`src/hw/rtl/b64_pkg.sv`:
```
// Shared types, constants and alphabet functions for the base64 codec.
// No dependencies; b64_step, base64_codec and b64_checker import this package.
package b64_pkg;

  localparam logic [7:0] PAD_CHAR    = 8'h3D;
  localparam logic       MODE_ENCODE = 1'b0;
  localparam logic       MODE_DECODE = 1'b1;
  localparam int         MAX_RES     = 4;

  // One result record as it leaves the block.
  typedef struct packed {
    logic [7:0] data;
    logic       has;
    logic       bad;
  } b64_res_t;

  // All results caused by one input item.
  typedef struct packed {
    logic [2:0]                 cnt;
    b64_res_t [MAX_RES-1:0]     res;
  } b64_group_t;

  // Group state carried from one item to the next.
  typedef struct packed {
    logic [1:0] pos;
    logic [5:0] held;
    logic       pad;
  } b64_state_t;

  // Map a 6-bit value to its alphabet character.
  function automatic logic [7:0] enc6(input logic [5:0] v);
    logic [7:0] w;
    w = {2'b00, v};
    if (v < 6'd26)      return 8'h41 + w;
    else if (v < 6'd52) return w + 8'd71;
    else if (v < 6'd62) return w - 8'd4;
    else if (v == 6'd62) return 8'h2B;
    else                return 8'h2F;
  endfunction

  // Map a character to {in_alphabet, 6-bit value}; value is 0 when outside.
  function automatic logic [6:0] dec8(input logic [7:0] c);
    logic [7:0] t;
    t = 8'd0;
    if (c inside {[8'h41:8'h5A]}) begin
      t = c - 8'h41;
      return {1'b1, t[5:0]};
    end else if (c inside {[8'h61:8'h7A]}) begin
      t = c - 8'd71;
      return {1'b1, t[5:0]};
    end else if (c inside {[8'h30:8'h39]}) begin
      t = c + 8'd4;
      return {1'b1, t[5:0]};
    end else if (c == 8'h2B) begin
      return {1'b1, 6'd62};
    end else if (c == 8'h2F) begin
      return {1'b1, 6'd63};
    end
    return 7'd0;
  endfunction

endpackage

```
`src/hw/rtl/b64_if.sv`:
```
// Valid/ready stream interfaces for the input and result channels of the codec.
// No dependencies.
interface b64_in_if;
  logic       valid;
  logic       ready;
  logic [7:0] data_in;
  logic       stream_last;

  modport source (output valid, data_in, stream_last, input ready);
  modport sink   (input valid, data_in, stream_last, output ready);
endinterface

interface b64_out_if;
  logic       valid;
  logic       ready;
  logic [7:0] data_out;
  logic       has_data;
  logic       run_last;
  logic       stream_end;
  logic       bad_input;

  modport source (output valid, data_out, has_data, run_last, stream_end, bad_input,
                  input ready);
  modport sink   (input valid, data_out, has_data, run_last, stream_end, bad_input,
                  output ready);
endinterface

```
`src/hw/rtl/b64_step.sv`:
```
// Combinational step of the codec: one item plus group state gives results and new state.
// Depends on b64_pkg.
module b64_step (
  input  logic               mode,
  input  b64_pkg::b64_state_t st,
  input  logic [7:0]         data_in,
  input  logic               stream_last,
  output b64_pkg::b64_group_t grp,
  output b64_pkg::b64_state_t st_nxt
);
  import b64_pkg::*;

  logic [6:0] look;
  logic       in_alpha;
  logic [5:0] val;
  logic       is_pad;
  logic       bad;
  logic       has;
  logic [7:0] byte_out;
  logic [1:0] pos_inc;

  // Alphabet lookup for decoding.
  assign look     = dec8(data_in);
  assign in_alpha = look[6];
  assign val      = look[5:0];
  assign is_pad   = (data_in == PAD_CHAR) && st.pos[1];
  assign pos_inc  = st.pos + 2'd1;

  always_comb begin
    grp      = '0;
    st_nxt   = st;
    bad      = 1'b0;
    has      = 1'b0;
    byte_out = 8'd0;
    if (mode == MODE_ENCODE) begin
      // Emit completed 6-bit groups, then flush and pad on the final byte.
      case (st.pos)
        2'd1: begin
          grp.res[0] = '{data: enc6({st.held[1:0], data_in[7:4]}), has: 1'b1, bad: 1'b0};
          grp.cnt    = 3'd1;
          if (stream_last) begin
            grp.res[1] = '{data: enc6({data_in[3:0], 2'b00}), has: 1'b1, bad: 1'b0};
            grp.res[2] = '{data: PAD_CHAR, has: 1'b1, bad: 1'b0};
            grp.cnt    = 3'd3;
            st_nxt     = '0;
          end else begin
            st_nxt.held = {2'b00, data_in[3:0]};
            st_nxt.pos  = 2'd2;
          end
        end
        2'd2: begin
          grp.res[0] = '{data: enc6({st.held[3:0], data_in[7:6]}), has: 1'b1, bad: 1'b0};
          grp.res[1] = '{data: enc6(data_in[5:0]), has: 1'b1, bad: 1'b0};
          grp.cnt    = 3'd2;
          st_nxt.held = 6'd0;
          st_nxt.pos  = 2'd0;
          if (stream_last) begin
            st_nxt = '0;
          end
        end
        default: begin
          grp.res[0] = '{data: enc6(data_in[7:2]), has: 1'b1, bad: 1'b0};
          grp.cnt    = 3'd1;
          if (stream_last) begin
            grp.res[1] = '{data: enc6({data_in[1:0], 4'b0000}), has: 1'b1, bad: 1'b0};
            grp.res[2] = '{data: PAD_CHAR, has: 1'b1, bad: 1'b0};
            grp.res[3] = '{data: PAD_CHAR, has: 1'b1, bad: 1'b0};
            grp.cnt    = 3'd4;
            st_nxt     = '0;
          end else begin
            st_nxt.held = {4'b0000, data_in[1:0]};
            st_nxt.pos  = 2'd1;
          end
        end
      endcase
    end else begin
      // Decode one character; a byte completes at positions 1, 2 and 3.
      bad = !in_alpha && !is_pad;
      case (st.pos)
        2'd0: begin
          st_nxt.held = val;
        end
        2'd1: begin
          byte_out    = {st.held, val[5:4]};
          has         = 1'b1;
          st_nxt.held = {2'b00, val[3:0]};
        end
        2'd2: begin
          if (is_pad) begin
            st_nxt.pad  = 1'b1;
            st_nxt.held = 6'd0;
          end else begin
            byte_out    = {st.held[3:0], val[5:2]};
            has         = 1'b1;
            st_nxt.held = {4'b0000, val[1:0]};
          end
        end
        default: begin
          if (!is_pad) begin
            if (st.pad) begin
              bad = 1'b1;
            end else begin
              byte_out = {st.held[1:0], val};
              has      = 1'b1;
            end
          end
          st_nxt.held = 6'd0;
        end
      endcase
      // A string must end on the last character of a group.
      if (stream_last && (st.pos != 2'd3)) begin
        bad = 1'b1;
      end
      st_nxt.pos = pos_inc;
      if (pos_inc == 2'd0) begin
        st_nxt.pad = 1'b0;
      end
      if (stream_last) begin
        st_nxt = '0;
      end
      grp.res[0] = '{data: byte_out, has: has, bad: bad};
      grp.cnt    = (has || bad || stream_last) ? 3'd1 : 3'd0;
    end
  end

endmodule

```
`src/hw/rtl/base64_codec.sv`:
```
// Top level of the streaming base64 codec (standard alphabet, '=' padding).
// Depends on b64_pkg, b64_if and b64_step.
//
// The mode register selects encoding (0) or decoding (1); writing it restarts the current
// group, so write it only between strings. Each accepted item is processed in the cycle of
// its transfer and its results land in a four-entry result register, which the output
// channel drains one result per cycle while out_ch.ready is high; a new item is taken in
// the cycle the last result of the previous one goes out. Decoding thus runs at one
// character per cycle while the output does not stall. Encoding is limited by the single
// result port, which carries one output character per result: a byte is taken only as the
// last character of the previous byte goes out, and the final byte also flushes and pads.
// bad_input flags, when decoding, a character outside the alphabet (decoded as 0), a
// misplaced '=', data after a pad, and a string that ends off a group boundary.
module base64_codec (
  input  logic          clk,
  input  logic          rst_n,
  b64_in_if.sink        in_ch,
  b64_out_if.source     out_ch,
  input  logic          cfg_we,
  input  logic          cfg_wdata
);
  import b64_pkg::*;

  logic        mode_r;
  b64_state_t  st_r;
  b64_state_t  st_nxt;
  b64_group_t  grp;
  b64_group_t  buf_r;
  logic [1:0]  idx_r;
  logic        full_r;
  logic        last_r;
  logic        in_xfer;
  logic        out_xfer;
  logic        at_final;
  b64_res_t    cur;

  b64_step u_step (
    .mode        (mode_r),
    .st          (st_r),
    .data_in     (in_ch.data_in),
    .stream_last (in_ch.stream_last),
    .grp         (grp),
    .st_nxt      (st_nxt)
  );

  // Result register read-out, one entry per transfer.
  assign cur      = buf_r.res[idx_r];
  assign at_final = (({1'b0, idx_r} + 3'd1) == buf_r.cnt);
  assign out_xfer = full_r && out_ch.ready;
  assign in_xfer  = in_ch.valid && in_ch.ready;

  assign in_ch.ready       = !full_r || (out_ch.ready && at_final);
  assign out_ch.valid      = full_r;
  assign out_ch.data_out   = cur.data;
  assign out_ch.has_data   = cur.has;
  assign out_ch.bad_input  = cur.bad;
  assign out_ch.run_last   = at_final;
  assign out_ch.stream_end = at_final && last_r;

  // Mode register and group state.
  always_ff @(posedge clk) begin
    if (!rst_n) begin
      mode_r <= MODE_ENCODE;
      st_r   <= '0;
    end else if (cfg_we) begin
      mode_r <= cfg_wdata;
      st_r   <= '0;
    end else if (in_xfer) begin
      st_r <= st_nxt;
    end
  end

  // Result register control.
  always_ff @(posedge clk) begin
    if (!rst_n) begin
      full_r <= 1'b0;
      idx_r  <= 2'd0;
    end else if (in_xfer) begin
      full_r <= (grp.cnt != 3'd0);
      idx_r  <= 2'd0;
    end else if (out_xfer) begin
      if (at_final) begin
        full_r <= 1'b0;
      end
      idx_r <= idx_r + 2'd1;
    end
  end

  // Result payload, loaded on each input transfer.
  always_ff @(posedge clk) begin
    if (in_xfer) begin
      buf_r  <= grp;
      last_r <= in_ch.stream_last;
    end
  end

endmodule

```
`src/flat_wrapper.sv`:
```
// flat-port wrapper written by rule: the top's interface ports become plain ports
module base64_codec_flat import b64_pkg::*;
  (clk, rst_n, cfg_we, cfg_wdata, in_ch_valid, in_ch_data_in, in_ch_stream_last, in_ch_ready, out_ch_valid, out_ch_data_out, out_ch_has_data, out_ch_run_last, out_ch_stream_end, out_ch_bad_input, out_ch_ready);
  b64_in_if in_ch_i ();
  b64_out_if out_ch_i ();
  input  logic clk;
  input  logic rst_n;
  input  logic cfg_we;
  input  logic cfg_wdata;
  input wire logic [$bits(in_ch_i.valid)-1:0] in_ch_valid;
  input wire logic [$bits(in_ch_i.data_in)-1:0] in_ch_data_in;
  input wire logic [$bits(in_ch_i.stream_last)-1:0] in_ch_stream_last;
  output wire logic [$bits(in_ch_i.ready)-1:0] in_ch_ready;
  output wire logic [$bits(out_ch_i.valid)-1:0] out_ch_valid;
  output wire logic [$bits(out_ch_i.data_out)-1:0] out_ch_data_out;
  output wire logic [$bits(out_ch_i.has_data)-1:0] out_ch_has_data;
  output wire logic [$bits(out_ch_i.run_last)-1:0] out_ch_run_last;
  output wire logic [$bits(out_ch_i.stream_end)-1:0] out_ch_stream_end;
  output wire logic [$bits(out_ch_i.bad_input)-1:0] out_ch_bad_input;
  input wire logic [$bits(out_ch_i.ready)-1:0] out_ch_ready;
  assign in_ch_i.valid = in_ch_valid;
  assign in_ch_i.data_in = in_ch_data_in;
  assign in_ch_i.stream_last = in_ch_stream_last;
  assign in_ch_ready = in_ch_i.ready;
  assign out_ch_valid = out_ch_i.valid;
  assign out_ch_data_out = out_ch_i.data_out;
  assign out_ch_has_data = out_ch_i.has_data;
  assign out_ch_run_last = out_ch_i.run_last;
  assign out_ch_stream_end = out_ch_i.stream_end;
  assign out_ch_bad_input = out_ch_i.bad_input;
  assign out_ch_i.ready = out_ch_ready;
  base64_codec u_core (.clk(clk), .rst_n(rst_n), .in_ch(in_ch_i), .out_ch(out_ch_i), .cfg_we(cfg_we), .cfg_wdata(cfg_wdata));
endmodule
```
`config.mk`:
```
export PLATFORM = sky130hd
export DESIGN_NAME = base64_codec_flat
export DESIGN_NICKNAME = d
export VERILOG_FILES = /design/src/hw/rtl/b64_pkg.sv /design/src/hw/rtl/b64_if.sv /design/src/hw/rtl/b64_step.sv /design/src/hw/rtl/base64_codec.sv /design/src/flat_wrapper.sv
export SDC_FILE = /design/constraint.sdc
export NUM_CORES = 1
export LEC_CHECK = 0
export ABC_CLOCK_PERIOD_IN_PS = 3700
export BUFFER_PORTS_ARGS = -buffer_cell sky130_fd_sc_hd__buf_2
export CORE_MARGIN = 4
export CORE_UTILIZATION = 58
export CTS_BUF_LIST = sky130_fd_sc_hd__clkbuf_4
export DETAILED_ROUTE_END_ITERATION = 10
export PLACE_DENSITY = 0.76
export SLEW_MARGIN = 20
export SYNTH_ARGS = -nofsm -noshare
export SYNTH_HDL_FRONTEND = slang
export SYNTH_HIERARCHICAL = 1
export SYNTH_SLANG_ARGS = --single-unit
```
`constraint.sdc`:
```
create_clock -name clk -period 3.7 [get_ports clk]
set_input_delay 0.74 -clock clk [delete_from_list [all_inputs] [get_ports clk]]
set_output_delay 0.74 -clock clk [all_outputs]
set_load 0.1 [all_outputs]
```
# Word-level counts from Yosys, hierarchy flattened
# Cells that the tools add are included.
# word_totals
reg_bits	57
in_bits	15
out_inout_bits	14
wordCells	184
# op_classes
add_sub_neg	24
magnitude_cmp	25
eq_ne	14
mux	73
n_bitwise	1
reduce_logical	27
# op_table
op	count
8-bit two-way mux	22
6-bit < comparator (second input constant)	12
7-bit two-way mux	7
6-bit by 7-bit adder with 8-bit output (second input constant)	6
7-bit by 6-bit adder with 8-bit output (first input constant)	6
6-bit by 3-bit subtractor with 7-bit output (second input constant)	6
20-bit case mux with 2 select lines	1
6-bit by 5-bit < comparator with 1-bit output (second input constant)	6
33-bit two-way mux	1
6-bit equality test (second input constant)	4
8-bit by 6-bit equality test with 1-bit output (second input constant)	3
8-bit case mux with 3 select lines	1
1-bit two-way mux	23
10-bit binary-select mux with 2-bit select	1
10-bit two-way mux	2
10-bit case mux with 2 select lines	1
18-bit two-way mux	1
9-bit two-way mux	2
6-bit case mux with 3 select lines	1
9-bit case mux with 2 select lines	1
8-bit by 7-bit greater-or-equal comparator with 1-bit output (second input constant)	2
8-bit by 7-bit less-or-equal comparator with 1-bit output (second input constant)	2
3-bit two-way mux	5
1-bit logical AND	10
other kinds (27)	38

# Depth between registers and ports, before layout
# logic_depth
word_depth	20
depth_mapped	15
depth_no_buf	12

# Cells and area by module
# Netlist, hierarchy kept.
# by_module_without_submodules
module	instances	cells_each	area_per_inst_um2	seq_area_each_um2
b64_step	1	496	3156.8	0.0
base64_codec	1	125	2175.8	1581.5

# Worst setup path after synthesis
# OpenSTA, ideal clock, no wires.
# synth_path
path_type	input to register
start	in in_ch_data_in[5]
end	reg u_core.full_r, in the netlist u_core/out_ch.valid
setup_ps	75
t_arrival_ps	3485
required_time_ps	3625
setup_slack_ps	139
stages	14
path_buffers	2
path_cell_list	buf_2 buf_1 inv_1 ha_1 or3b_2 o311ai_1 a41o_1 nand2_2 or3_1 a21oi_1 o32a_1 o31a_1 o21ai_0 a21oi_1
# synth_lines
element	line_no	source
start: declaration	flat_wrapper.sv:11	input wire logic [$bits(in_ch_i.data_in)-1:0] in_ch_data_in;
end signal: assignment	base64_codec.sv:79	full_r <= (grp.cnt != 3'd0);
end: declaration	base64_codec.sv:30	logic full_r;

# Final worst setup path
# layout_path
start	reg u_core.idx_r[1]
end	out out_ch_stream_end
# layout_between
elab_chain_cells	3
# layout_rtl
element	line_no	source
start: declaration	base64_codec.sv:29	logic [1:0] idx_r;
start signal: assignment	base64_codec.sv:85	idx_r <= idx_r + 2'd1;
2-bit by 1-bit adder with 3-bit output	base64_codec.sv:48	assign at_final = (({1'b0, idx_r} + 3'd1) == buf_r.cnt);
3-bit equality test	base64_codec.sv:48	
1-bit logical AND	base64_codec.sv:58	assign out_ch.stream_end = at_final && last_r;
end: declaration	flat_wrapper.sv:18	output wire logic [$bits(out_ch_i.stream_end)-1:0] out_ch_stream_end;
# No other way between the ends.

==> impl_metrics.py <==
metrics = {
    "outcome": {
        "outcome": "finished, final reports clean",
    },
    "final_layout": {
        "drive_gt1_share_pct": 17.6,
        "fillCellCount": 790,
        "nets": 688,
        "area_growth_syn_to_layout_pct": 7.04,
        "multi_input_area_mm2": 0.00336,
        "seqCellArea_mm2": 0.00158,
        "antenna_cells": 0,
    },
    "floorplanning": {
        "io_pins": 29,
        "dieWidth_um": 104,
        "die_y_um": 104,
        "dieArea_mm2": 0.0108,
        "core_mm2": 0.00885,
        "rows": 34,
        "initial_core_util_pct": 60.3,
    },
    "clocking": {
        "clk_pin_slew_ns": 0.10,
        "cts_buffers": 9,
        "clk_path_buf_depth": 2,
        "cts_resized": 0,
        "cts_max_level": 3,
        "cts_tree": "built",
        "cts_setup_buffers": 0,
        "clock_latency_ns": 0.37,
        "ctsHoldBuffers": 0,
        "cts_root_buffer": "clkbuf_4",
        "cts_sinks": 57,
    },
    "drt": {
        "wl_per_cell_um": 20.5,
        "dr_total_vias": 5081,
        "drt-total-wl_mm": 15.5,
        "vias_per_cell": 6.71,
        "antenna_left": 0,
        "dr.pass1.iters": 6,
        "drc": 0,
        "drt_iter0_markers": 499,
    },
    "critical_path": {
        "cp-end-kind": "output pin",
        "cp.required_ns": 2.96,
        "cp_data_arrival_time_ns": 2.47,
        "reg2reg_slack_ns": 0.94,
        "cp_slowest_stage_delay_ns": 0.66,
        "cp_num_buf_inv": 1,
        "cp_slowest_cell": "dfxtp_1",
        "crit_chain": "ha_1 > xnor2_1 > and3_1 > and2_1 > buf_2",
        "worstSetupPathType": "reg2out",
        "cp_top_family": "flip-flops",
        "path_max_fanout": 12,
        "worst_setup_path_start_kind": "register",
    },
    "placed_design": {
        "place_congestion": 0.990,
        "dp_hpwl_mm": 11.6,
        "io_buffer_count": 28,
    },
    "global_routing": {
        "grt_pass1_vias": 4765,
        "use_met2_pct": 46.3,
        "grt_use_total_pct": 28.3,
        "busiest_layer": "met2",
        "grtUsageMet3_pct": 4.35,
        "grt-ovfl-total": 0,
        "grt_pass1_wl_mm": 25.1,
        "antenna_found_initial": 0,
        "met1_usage_pct": 38.6,
        "grt_max_degree": 39,
    },
    "synthesis": {
        "synth-edff-count": 44,
        "synth_area_leaders": "edfxtp_1, ha_1, nand2_1",
        "synth_top_area_share_pct": 24.8,
        "synthFlopType": "edfxtp_1",
        "ys_seq_area_share_pct": 29.7,
        "syn_area_mm2": 0.00533,
        "yosysMostFrequentCell": "nand2_1",
        "synth_seq_cells": 57,
        "netlist_instances": 621,
        "ys_async_sr_fraction_pct": 0,
        "yosysTopAreaCell": "edfxtp_1",
        "ys_warn_count": 6,
        "ys_types": 84,
        "synth_area_per_cell_um2": 8.59,
        "synth_common_cells": "nand2_1, edfxtp_1, nor2_1",
    },
    "timing": {
        "finalSetupTns_ns": 0,
        "min_period_ns": 3.21,
        "skew_ns": 0.0131,
        "slew_headroom_pct": 44.8,
        "setup_viol": 0,
        "drv_slew": 0,
        "finalHoldViolations": 0,
        "finalCritPeriodShare_pct": 86.6,
        "rsz0062_at_grt": "no",
        "fmax_ghz": 0.312,
        "tightest_slew_ns": 0.828,
    },
    "hold_path": {
        "worstHoldPathType": "reg2reg",
    },
    "pwr": {
        "peakVddDrop_mv": 0.157,
        "cellPowerDensity_mw_per_mm2": 300,
        "p_leak_nw": 2.16,
        "power.total_mw": 1.71,
    },
    "job": {
        "max-cap-violations": 0,
    },
}
## per-stage QoR
stage	hold slack (ns)	std cells	util [%]	cell area, um^2	worst slack, ns
after floorplan	0.437	629	-	5360	0.139
after global placement	0.447	741	63.3	5600	0.191
after detailed placement	0.467	741	63.3	5600	0.221
after CTS	0.480	757	64.5	5710	0.443
after global routing	0.501	757	64.5	5710	0.315
final	0.481	757	64.5	5710	0.495
## power by group
group	total [mW]	switching [mW]	leakage [nW]	internal [mW]
Sequential	0.772	0.0207	0.534	0.752
Combinational	0.591	0.413	1.57	0.178
Clock	0.351	0.222	0.0566	0.130
## cell families (layout without fill, tap and decap cells)
group | count (synthesis) | after routing | share of synthesized area [%]
buffers and inverters | 86 | 106 | 7.95
flip-flops | 57 | 57 | 29.7
adder cells (fa/ha/maj) | 29 | 29 | 6.80
other | 1 | 9 | 0.0703
AND/OR/NAND/NOR | 219 | 219 | 20.7
AO/OA/AOI/OAI | 184 | 184 | 24.4
XOR/XNOR | 23 | 23 | 3.78
multiplexers | 22 | 22 | 6.57
## sequential cells by signal, indices dropped and copies added (netlist names)
register and cells:
u_core/idx_r 2, u_core/mode_r 1, u_core/last_r 1, u_core/buf_r 43
u_core/out_ch.valid 1, u_core/st_r 9
## worst register-to-register path: cells and delay by family, from the launching register on
kind	cells	cell delay, ns
and+or+nand+nor	3	0.93
AOI/OAI and AO/OA	4	0.64
adders and majority gates	1	0.36
DFF	1	0.35
buffers and inverters	1	0.22
## per-layer routing
layer / up-vias / routed length, um
li1: 2365 / -
met1: 2383 / 6520
met2: 296 / 7320
met3: 37 / 1280
met4: 0 / 364
met5: - / 0
## cell type report
class | count | share of cell area [%]
inverters | 21 | 1.38
repair buffers | 69 | 7.85
clock inverters | 7 | 0.658
clock buffers | 9 | 1.18
well taps | 108 | 2.37
flip-flops and latches | 57 | 27.7
multi-input cells | 486 | 58.9
## layout by cell type, fill, tap and decap left out, types with 7 or more instances in the layout
cell type	instances
ha_1	29
a311oi_1	7
mux4_2	9
nand4_1	7
a21oi_1	33
buf_4	41
nor2b_1	11
inv_1	16
buf_2	28
nor2_1	41
or3_1	9
conb_1	9
clkbuf_4	9
a31oi_1	9
mux2i_1	11
o211ai_1	9
a21o_1	8
nor3_1	17
xnor2_1	19
o21ai_0	36
edfxtp_1	44
dfxtp_1	13
nand2_1	71
a211oi_1	14
nand3_1	15
nand2b_1	12
## final timing paths
check / start / end / cells past startpoint
max reg2reg: u_core/st_r[2] / u_core/buf_r[7] / 9
min: u_core/st_r[6] / u_core/st_r[6] / 2
max: u_core/idx_r[1] / out_ch_stream_end / 5
min reg2reg: u_core/st_r[6] / u_core/st_r[6] / 2
(Power assumes the default switching activity.)
